===== config.mk =====
export PLATFORM = sky130hd
export DESIGN_NAME = sqvt_sine
export DESIGN_NICKNAME = d
export VERILOG_FILES = /design/src/rtl/sqvt_pkg.sv /design/src/rtl/sqvt_sine.sv
export SDC_FILE = /design/constraint.sdc
export NUM_CORES = 1
export LEC_CHECK = 0
export ABC_AREA = 1
export BUFFER_PORTS_ARGS = -buffer_cell sky130_fd_sc_hd__buf_4
export CORE_ASPECT_RATIO = 0.9
export CORE_MARGIN = 3
export CORE_UTILIZATION = 40
export DETAILED_ROUTE_END_ITERATION = 8
export PLACE_DENSITY = 0.58
export SLEW_MARGIN = 20
export SYNTH_ARGS = -nofsm -noshare
export SYNTH_HDL_FRONTEND = slang
export SYNTH_SLANG_ARGS = --single-unit

===== constraint.sdc =====
create_clock -name clk_i -period 8.15 [get_ports clk_i]
set_input_delay 0.815 -clock clk_i [delete_from_list [all_inputs] [get_ports clk_i]]
set_output_delay 0.815 -clock clk_i [all_outputs]
set_load 0.02 [all_outputs]

===== src/rtl/sqvt_pkg.sv =====
`default_nettype none
// ----------------------------------------------------------------------------
// sqvt_pkg: shared constants and types for the sprite quad vertex transform.
// Holds fixed-point formats, sine polynomial constants and pipeline widths.
// ----------------------------------------------------------------------------
package sqvt_pkg;

  localparam int unsigned COORD_FRAC_BITS = 4;
  localparam int unsigned ANGLE_BITS      = 12;
  localparam int unsigned SCALE_FRAC_BITS = 12;

  // The corner is kept with one extra fractional bit because it is built from
  // the full size rather than the half size.
  localparam int unsigned CORNER_FRAC = SCALE_FRAC_BITS + 1;
  localparam int unsigned TRIG_FRAC   = 14;

  localparam int unsigned QUARTER = 1 << (ANGLE_BITS - 2);

  // Sine polynomial coefficients, Q16.
  localparam logic [16:0] SIN_C1 = 17'd102944;
  localparam logic [15:0] SIN_C3 = 16'd42047;
  localparam logic [12:0] SIN_C5 = 13'd4640;
  localparam logic [14:0] SIN_MAX = 15'd16384;

  // Datapath widths.
  localparam int unsigned SZW  = 32;                    // size times scale
  localparam int unsigned PRW  = SZW + 1 + 16;          // product with a Q14 trig value
  localparam int unsigned SUMW = PRW + 1;               // sum of two products
  localparam int unsigned PXW  = SUMW - TRIG_FRAC;      // rotated corner
  localparam int unsigned QPW  = PXW + 16;              // product with tilt cosine
  localparam int unsigned QXW  = QPW - TRIG_FRAC;       // final corner
  localparam int unsigned CRW  = QXW - CORNER_FRAC;     // corner in 12.4 units
  localparam int unsigned BASW = 18;                    // origin plus centre
  localparam int unsigned VXW  = CRW + 1;               // vertex before clamp

  localparam int signed ORIGIN = 2048 << COORD_FRAC_BITS;

  localparam int unsigned NUM_CORNERS = 4;
  localparam logic [1:0]  LAST_CORNER = 2'd3;

  // Per-stage load enables of the sine pipeline.
  typedef struct packed {
    logic s1;
    logic s2;
    logic s3;
    logic s4;
  } sqvt_adv_t;

endpackage

`default_nettype wire


===== src/rtl/sqvt_sine.sv =====
`default_nettype none
// ----------------------------------------------------------------------------
// sqvt_sine: four-stage pipelined sine, Q14 output.
// Folds the angle to a quarter wave and evaluates an odd polynomial.
// ----------------------------------------------------------------------------
module sqvt_sine (
  input  wire logic                                clk_i,
  input  wire sqvt_pkg::sqvt_adv_t                 adv_i,
  input  wire logic [sqvt_pkg::ANGLE_BITS-1:0]     angle_i,
  output logic signed [15:0]                       sin_o
);

  localparam int unsigned AB = sqvt_pkg::ANGLE_BITS;

  logic [1:0]    quad;
  logic [AB-3:0] rem;
  logic [AB-2:0] xq;
  logic [16:0]   x16;
  logic [33:0]   sq1;
  logic [29:0]   pr2;
  logic [32:0]   pr3;
  logic [33:0]   pr4;
  logic [18:0]   rnd4;
  logic [16:0]   q4;
  logic [14:0]   qc4;

  logic [16:0] x16_1_q, x2_1_q, x16_2_q, x2_2_q, x16_3_q;
  logic [15:0] t_2_q;
  logic [16:0] p_3_q;
  logic        neg_1_q, neg_2_q, neg_3_q;
  logic signed [15:0] sin_q;

  always_comb begin
    quad = angle_i[AB-1:AB-2];
    rem  = angle_i[AB-3:0];
    xq   = quad[0] ? (AB-1)'(sqvt_pkg::QUARTER - {1'b0, rem}) : {1'b0, rem};
    x16  = 17'(xq) << (18 - AB);
    sq1  = x16 * x16;
    pr2  = sqvt_pkg::SIN_C5 * x2_1_q;
    pr3  = t_2_q * x2_2_q;
    pr4  = p_3_q * x16_3_q;
    rnd4 = {1'b0, pr4[33:16]} + 19'd2;
    q4   = rnd4[18:2];
    qc4  = (q4 > 17'(sqvt_pkg::SIN_MAX)) ? sqvt_pkg::SIN_MAX : q4[14:0];
  end

  always_ff @(posedge clk_i) begin
    if (adv_i.s1) begin
      x16_1_q <= x16;
      x2_1_q  <= sq1[32:16];
      neg_1_q <= quad[1];
    end
    if (adv_i.s2) begin
      x16_2_q <= x16_1_q;
      x2_2_q  <= x2_1_q;
      t_2_q   <= sqvt_pkg::SIN_C3 - {2'b0, pr2[29:16]};
      neg_2_q <= neg_1_q;
    end
    if (adv_i.s3) begin
      x16_3_q <= x16_2_q;
      p_3_q   <= sqvt_pkg::SIN_C1 - pr3[32:16];
      neg_3_q <= neg_2_q;
    end
    if (adv_i.s4) begin
      sin_q <= neg_3_q ? -$signed({1'b0, qc4}) : $signed({1'b0, qc4});
    end
  end

  assign sin_o = sin_q;

endmodule

`default_nettype wire

==> results_dict.tcl, run 1 <==
set metrics [dict create \
    grt_pass1_wl_mm 98.1 \
    tightestPinTransition_ns 0.901 \
    grt_usage 0.182 \
    hold_violations 0 \
    fin_crit_sh 0.912 \
    syn_area_um2 25200 \
    drcViolationCount 0 \
    place_congestion 0.843 \
    yosysTopAreaCellShare 0.328 \
    worstSetupPathType "flop to flop" \
    area_growth_syn_to_layout_pct 6.56 \
    cts_buffers 17 \
    yosys.area.top_type "fa_1" \
    diodes 0 \
    cp.arrival_ns 7.60 \
    worst_path_most_repeated_cell "nand2_1" \
    grt_antenna_before_repair 0 \
    grt_max_degree 46 \
    fin_setup_tns_ns 0 \
    ant_nets 0 \
    dieArea_um2 66000 \
    ios 33 \
    synth_area_leaders "fa_1 33%, edfxtp_1 14%, ha_1 14%, inv_1 13%, nand2_1 12%" \
    ctsResizeCount 0 \
    syn-mean-instance-area_um2 7.96 \
    max_stage_delay_ns 0.83 \
    synth_compound_area_frac 0.0388 \
    clk_pin_slew_ns 0.08 \
    cts_root_buffer "clkbuf_16" \
    layout.nets 3836 \
    dp_hpwl_mm 46.7 \
    crit_family "adder cells" \
    hold_class "flop to flop" \
    htree_levels 4 \
    worstSetupEndpointType "flop" \
    timing.fmax_ghz 0.135 \
    yosysSeqAreaShare 0.142 \
    grt_pass1_vias 19300 \
    clk_latency_ns 0.44 \
    cts_tree "done" \
    layout_common_cells "874 x inv_1, 820 x nand2_1, 412 x fa_1" \
    final_core_util 0.434 \
    finClkSkew_ns 0.0188 \
    synth_top_family_by_area "adder cells" \
    coreArea_um2 61800 \
    synth.area.mux_share 0 \
    maxCapViolCount 0 \
    synthAdderAreaFrac 0.464 \
    port_buffers 32 \
    critPathSlowestCell "edfxtp_1" \
    finalSetupViolCount 0 \
    yosys.cell_types.count 52 \
    outcome "finished clean" \
    dr.pass1.iters 5 \
    rows 86 \
    startpoint_type "flop" \
    ys_warn_count 0 \
    die_width_um 270 \
    clkSinkCount 119 \
    final_common_cell "inv_1" \
    synth-simple-area-share 0.179 \
    slew_headroom 0.400 \
    start_util 0.407 \
    rsz0062_at_grt "false" \
    clk_path_buf_depth 2 \
    path_buf_inv 7 \
    drive_gt1_frac 0.0423 \
    via_count 18500 \
    synth_seq_cells 119 \
    wl_mm 56.6 \
    path_max_fanout 24 \
    syn_inst 3160 \
    synth-xor-area-share 0.0268 \
    avgViaCountPerCell 4.65 \
    required_ns 8.32 \
    die_h_um 244 \
    wire_per_inst_um 14.2 \
    drt_iter0_markers 1213 \
    report.final.slew_viol_count 0 \
    grt_overflow_total 0 \
    period_minus_slack_ns 7.43 \
]
cells in the mapped netlist (all sizes together):
library cell,number
a211oi,1
a21bo,1
a21o,9
a21oi,85
a221oi,2
a41oi,1
and2,1
and3,1
buf,9
clkbuf,100
clkinv,5
conb,2
edfxtp,119
fa,412
ha,273
inv,879
nand2,837
nand3,90
nand3b,3
nand4,17
nor2,142
nor3,16
nor4,3
o211ai,3
o21a,4
o21ai,43
o21bai,8
o221ai,2
o311ai,3
o31ai,4
o41ai,2
or2,6
xnor2,24
xor2,53
layout make-up:
type,instances,area (µm²)
Clock inverter,15,156
Sequential cell,119,3570
Clock buffer,17,425
Multi-Input combinational cell,2054,17900
Tap cell,836,1050
Fill cell,6279,34900
Inverter,884,3320
Timing Repair Buffer,58,435
path summary, 6_finish.rpt:
kind / startpoint / end / slack, ns / cells after the start
setup / recovery: x16_3_q[14]$_DFFE_PP_ / sin_o[4]$_DFFE_PP_ / 0.72 / 35
hold reg to reg: x16_2_q[13]$_DFFE_PP_ / x16_3_q[13]$_DFFE_PP_ / 0.41 / 0
hold / removal: x16_2_q[13]$_DFFE_PP_ / x16_3_q[13]$_DFFE_PP_ / 0.41 / 0
setup reg to reg: x16_3_q[14]$_DFFE_PP_ / sin_o[4]$_DFFE_PP_ / 0.72 / 35
routing by layer:
metal | wire [µm] | track usage | part of all wire | up-vias
met3 | 3010 | 0.0313 | 0.053 | 50
met5 | 0 | 0 | 0 | -
li1 | - | - | - | 9210
met2 | 25000 | 0.293 | 0.44 | 344
met4 | 804 | 0.0330 | 0.014 | 0
met1 | 27700 | 0.260 | 0.49 | 8929
flip-flops by register name, indices dropped and copies added (netlist names), 11 cells and up:
name and cells:
p_3_q 17, sin_o 16, t_2_q 16, x16_1_q 11, x16_2_q 11, x16_3_q 11, x2_1_q 17, x2_2_q 17
per-stage QoR:
| step | worst slack [ns] | std cells | hold slack [ns] | area, µm² |
|---|---|---|---|---|
| finish | 0.720 | 3983 | 0.409 | 26800 |
| global placement | 0.772 | 3940 | 0.401 | 26200 |
| global route | 0.0475 | 3983 | 0.415 | 26800 |
| CTS | 0.672 | 3972 | 0.408 | 26700 |
| floorplan | 1.46 | 3166 | 0.400 | 25200 |
| detailed placement | 0.719 | 3940 | 0.405 | 26200 |
kinds of logic (layout without fill, tap and decap cells):
family,Yosys count,count (layout)
AO/OA/AOI/OAI,168,168
XOR/XNOR,77,77
adder cells (fa/ha/maj),685,685
buffers and inverters,993,974
flip-flops,119,119
other,2,8
AND/OR/NAND/NOR,1116,1116
timing repair:
action,4_1_cts,5_1_grt
hold buffers,0,0
endpoints found under the setup margin,0,5
buffers inserted,0,11
Power of run 1 is left out: the tool's default activity adds up to more than one toggle a clock period on the data nets, which glitch-free logic cannot reach.
==> run 2: changes to the inputs <==
--- a/config.mk
+++ b/config.mk
@@ -12,6 +12,7 @@
 export CORE_UTILIZATION = 40
 export DETAILED_ROUTE_END_ITERATION = 8
 export PLACE_DENSITY = 0.58
+export RECOVER_POWER = 100
 export SLEW_MARGIN = 20
 export SYNTH_ARGS = -nofsm -noshare
 export SYNTH_HDL_FRONTEND = slang
==> results_dict.tcl, run 2 (same netlist as run 1, synthesis figures left out) <==
set metrics [dict create \
    path_max_fanout 24 \
    placed_area_um2 26200 \
    slew_headroom -0.629 \
    cp-endpoint "sin_o[4]$_DFFE_PP_" \
    r2r_slack_ns 0.72 \
    area_growth_syn_to_layout_pct 6.20 \
    required_ns 8.32 \
    grt_max_degree 46 \
    wl_mm 56.6 \
    htree_levels 4 \
    clk_path_buf_depth 2 \
    maxCapViolCount 3 \
    cts_tree "done" \
    outcome "finished with violations" \
    drcViolationCount 0 \
    rr_endpoint "sin_o[4]$_DFFE_PP_" \
    worstSetupEndpointType "flop" \
    worst_path_most_repeated_cell "nand2_1" \
    cts_root_buffer "clkbuf_16" \
    coreArea_um2 61800 \
    fin_setup_tns_ns 0 \
    drive_gt1_frac 0.0343 \
    fin_crit_sh 0.912 \
    grt_pass1_vias 19300 \
    dieArea_um2 66000 \
    critPathSlowestCell "edfxtp_1" \
    grt_antenna_before_repair 0 \
    die_width_um 270 \
    rr_worst_depth 33 \
    grt_overflow_total 0 \
    finalSetupViolCount 0 \
    die_h_um 244 \
    rows 86 \
    cts_hold_buf 0 \
    hold-worst-slack_ns 0.409 \
    dr.pass1.iters 5 \
    ant_nets 0 \
    report.final.slew_viol_count 106 \
    clk_pin_slew_ns 0.08 \
    ctsResizeCount 0 \
    design_area_um2 26700 \
    dpl_worst_slack_ns 0.719 \
    tightestPinTransition_ns 2.44 \
    via_count 18500 \
    timing.fmax_ghz 0.135 \
    worstSetupPathType "flop to flop" \
    drt_iter0_markers 1192 \
    grt_usage 0.182 \
    cp.arrival_ns 7.60 \
    final_common_cell "inv_1" \
    startpoint "x16_3_q[9]$_DFFE_PP_" \
    diodes 0 \
    ios 33 \
    grt_pass1_wl_mm 98.1 \
    reg.largest.list "p_3_q x17, x2_1_q x17, x2_2_q x17" \
    start_util 0.407 \
    startpoint_type "flop" \
    wire_per_inst_um 14.2 \
    fin_ws_ns 0.718 \
    worstReg2RegStart "x16_3_q[9]$_DFFE_PP_" \
    rsz0062_at_grt "false" \
    place_congestion 0.843 \
    period_minus_slack_ns 7.43 \
    cts_setup_buffers 0 \
    max_stage_delay_ns 0.80 \
    layout_common_cells "874 x inv_1, 821 x nand2_1, 412 x fa_1" \
    finClkSkew_ns 0.0192 \
    port_buffers 32 \
    layout.nets 3836 \
    clkSinkCount 119 \
    dp_hpwl_mm 46.7 \
    avgViaCountPerCell 4.65 \
    violations "capacitance limit, slew limit" \
    cts_buffers 17 \
    hold_violations 0 \
    clk_latency_ns 0.44 \
    hold_class "flop to flop" \
]
run 2: cell types whose count changed in the layout (fill, tap and decap cells not counted), moves of 6 or more:
| cell | before | now |
|---|---|---|
| clkbuf_1 | 0 | 23 |
| buf_4 | 58 | 34 |
| o21ai_0 | 33 | 40 |
| o21ai_1 | 9 | 3 |
run 2: final cells by class:
cell class	count	area (µm²)
fillers	6309	35000
multi-input cells	2054	17900
flip-flops and latches	119	3570
inverters	884	3320
well taps	836	1050
clock buffers	17	425
repair buffers	58	349
clock inverters	15	156
run 2: worst min path at each step:
stage | startpoint | end | slack (ns) | cells past startpoint
2_1_floorplan | neg_1_q$_DFFE_PP_ | neg_2_q$_DFFE_PP_ | 0.40 | 0
3_3_place_gp | x16_1_q[14]$_DFFE_PP_ | x16_2_q[14]$_DFFE_PP_ | 0.40 | 0
3_5_place_dp | x16_1_q[16]$_DFFE_PP_ | x16_2_q[16]$_DFFE_PP_ | 0.40 | 0
4_1_cts | x16_2_q[13]$_DFFE_PP_ | x16_3_q[13]$_DFFE_PP_ | 0.41 | 0
5_1_grt | x16_2_q[14]$_DFFE_PP_ | x16_3_q[14]$_DFFE_PP_ | 0.41 | 0
6_report | x16_2_q[13]$_DFFE_PP_ | x16_3_q[13]$_DFFE_PP_ | 0.41 | 0
run 2: per-layer routing:
metal,GRT usage,part of all wire,wire length (µm),vias up
li1,-,-,-,9212
met1,0.260,0.49,27500,8879
met2,0.293,0.44,25100,381
met3,0.0313,0.056,3190,49
met4,0.0330,0.014,794,0
met5,0,0,0,-
run 2: worst max-delay path: cells and delay by family (launching register included):
| kind | cells | cell delay, ns |
|---|---|---|
| fa+ha+maj | 8 | 3.28 |
| flops | 1 | 0.80 |
| buf+inv | 6 | 0.40 |
| simple gates | 18 | 2.50 |
| xor+xnor | 1 | 0.19 |
run 2: through the flow:
step	instances	utilization
floorplan	3166	-
global placement	3940	0.423
detailed placement	3940	0.423
CTS	3972	0.433
global route	3983	0.433
finish	3983	0.433
Power of run 2 is left out for the same reason.
==> run 3: changes to the inputs <==
--- a/config.mk
+++ b/config.mk
@@ -7,11 +7,10 @@
 export LEC_CHECK = 0
 export ABC_AREA = 1
 export BUFFER_PORTS_ARGS = -buffer_cell sky130_fd_sc_hd__buf_4
-export CORE_ASPECT_RATIO = 0.9
 export CORE_MARGIN = 3
 export CORE_UTILIZATION = 40
 export DETAILED_ROUTE_END_ITERATION = 8
-export PLACE_DENSITY = 0.58
+export PLACE_DENSITY = 0.63
 export RECOVER_POWER = 100
 export SLEW_MARGIN = 20
 export SYNTH_ARGS = -nofsm -noshare
==> results_dict.tcl, run 3 (same netlist as run 1, synthesis figures left out) <==
set metrics [dict create \
    maxCapViolCount 3 \
    outcome "finished with violations" \
    path_max_fanout 24 \
    layout.nets 3827 \
    ant_nets 0 \
    final_common_cell "inv_1" \
    startpoint_type "flop" \
    reg.largest.list "p_3_q x17, x2_1_q x17, x2_2_q x17" \
    grt_pass1_wl_mm 96.4 \
    worstSetupEndpointType "flop" \
    rows 91 \
    port_buffers 32 \
    finClkSkew_ns 0.0233 \
    start_util 0.406 \
    timing.fmax_ghz 0.134 \
    coreArea_um2 61900 \
    cp.arrival_ns 7.61 \
    clk_path_buf_depth 2 \
    grt_max_degree 46 \
    cts_root_buffer "clkbuf_16" \
    fin_crit_sh 0.913 \
    max_stage_delay_ns 0.82 \
    htree_levels 4 \
    diodes 0 \
    report.final.slew_viol_count 106 \
    cts_buffers 17 \
    ios 33 \
    finalSetupViolCount 0 \
    rsz0062_at_grt "false" \
    fin_setup_tns_ns 0 \
    grt_usage 0.178 \
    die_width_um 257 \
    required_ns 8.32 \
    drt_iter0_markers 1177 \
    cts_hold_buf 0 \
    placed_area_um2 26200 \
    dieArea_um2 66000 \
    clkSinkCount 119 \
    ctsResizeCount 0 \
    fin_ws_ns 0.708 \
    dr.pass1.iters 6 \
    area_growth_syn_to_layout_pct 5.98 \
    violations "capacitance limit, slew limit" \
    tightestPinTransition_ns 2.50 \
    hold_class "flop to flop" \
    hold_violations 0 \
    grt_overflow_total 0 \
    design_area_um2 26700 \
    die_h_um 257 \
    slew_headroom -0.665 \
    avgViaCountPerCell 4.70 \
    drive_gt1_frac 0.0315 \
    drcViolationCount 0 \
    layout_common_cells "874 x inv_1, 820 x nand2_1, 412 x fa_1" \
    clk_latency_ns 0.43 \
    grt_antenna_before_repair 0 \
    clk_pin_slew_ns 0.07 \
    dp_hpwl_mm 46.1 \
    worst_path_most_repeated_cell "nand2_1" \
    worstSetupPathType "flop to flop" \
    dpl_worst_slack_ns 0.732 \
    period_minus_slack_ns 7.44 \
    wl_mm 55.7 \
    via_count 18700 \
    place_congestion 0.867 \
    critPathSlowestCell "edfxtp_1" \
    grt_pass1_vias 19700 \
    cts_tree "done" \
    wire_per_inst_um 14.0 \
]
[run 3: layout make-up]
| class | instances | area (µm²) |
|---|---|---|
| well taps | 837 | 1050 |
| multi-input cells | 2054 | 17900 |
| inverters | 884 | 3320 |
| flip-flops and latches | 119 | 3570 |
| clock buffers | 17 | 425 |
| clock inverters | 15 | 156 |
| repair buffers | 49 | 290 |
| fillers | 6284 | 35300 |
[run 3: worst paths after layout]
check                     endpoint                  start  slack (ns)  cells after the start
max reg2reg     sin_o[4]$_DFFE_PP_  x16_3_q[12]$_DFFE_PP_        0.71                     35
min          x16_3_q[15]$_DFFE_PP_  x16_2_q[15]$_DFFE_PP_        0.42                      0
min reg2reg  x16_3_q[15]$_DFFE_PP_  x16_2_q[15]$_DFFE_PP_        0.42                      0
max             sin_o[4]$_DFFE_PP_  x16_3_q[12]$_DFFE_PP_        0.71                     35
[run 3: metal layers]
| metal | GRT usage | vias up | wire (µm) |
|---|---|---|---|
| li1 | - | 9199 | - |
| met1 | 0.234 | 9037 | 25200 |
| met2 | 0.315 | 385 | 27100 |
| met3 | 0.0261 | 70 | 2590 |
| met4 | 0.0339 | 0 | 813 |
| met5 | 0 | - | 0 |
[run 3: critical path: cells and delay by family (launching register included)]
| family | cells | cell delay, ns |
|---|---|---|
| buffers and inverters | 7 | 0.49 |
| adders and majority gates | 7 | 3.21 |
| xor gates and xnor gates | 1 | 0.18 |
| DFF | 1 | 0.82 |
| and+or+nand+nor | 20 | 2.46 |
[run 3: through the flow]
step | utilization | cells | hold slack (ns)
floorplan | - | 3166 | 0.400
global placement | 0.422 | 3941 | 0.401
detailed placement | 0.422 | 3941 | 0.405
CTS | 0.432 | 3973 | 0.411
global route | 0.431 | 3975 | 0.426
finish | 0.431 | 3975 | 0.416
[run 3: repair_timing]
item,CTS,global route
setup endpoints to repair,0,5
endpoints found under the hold margin,0,0
buffers inserted,0,2
Power of run 3 is left out for the same reason.
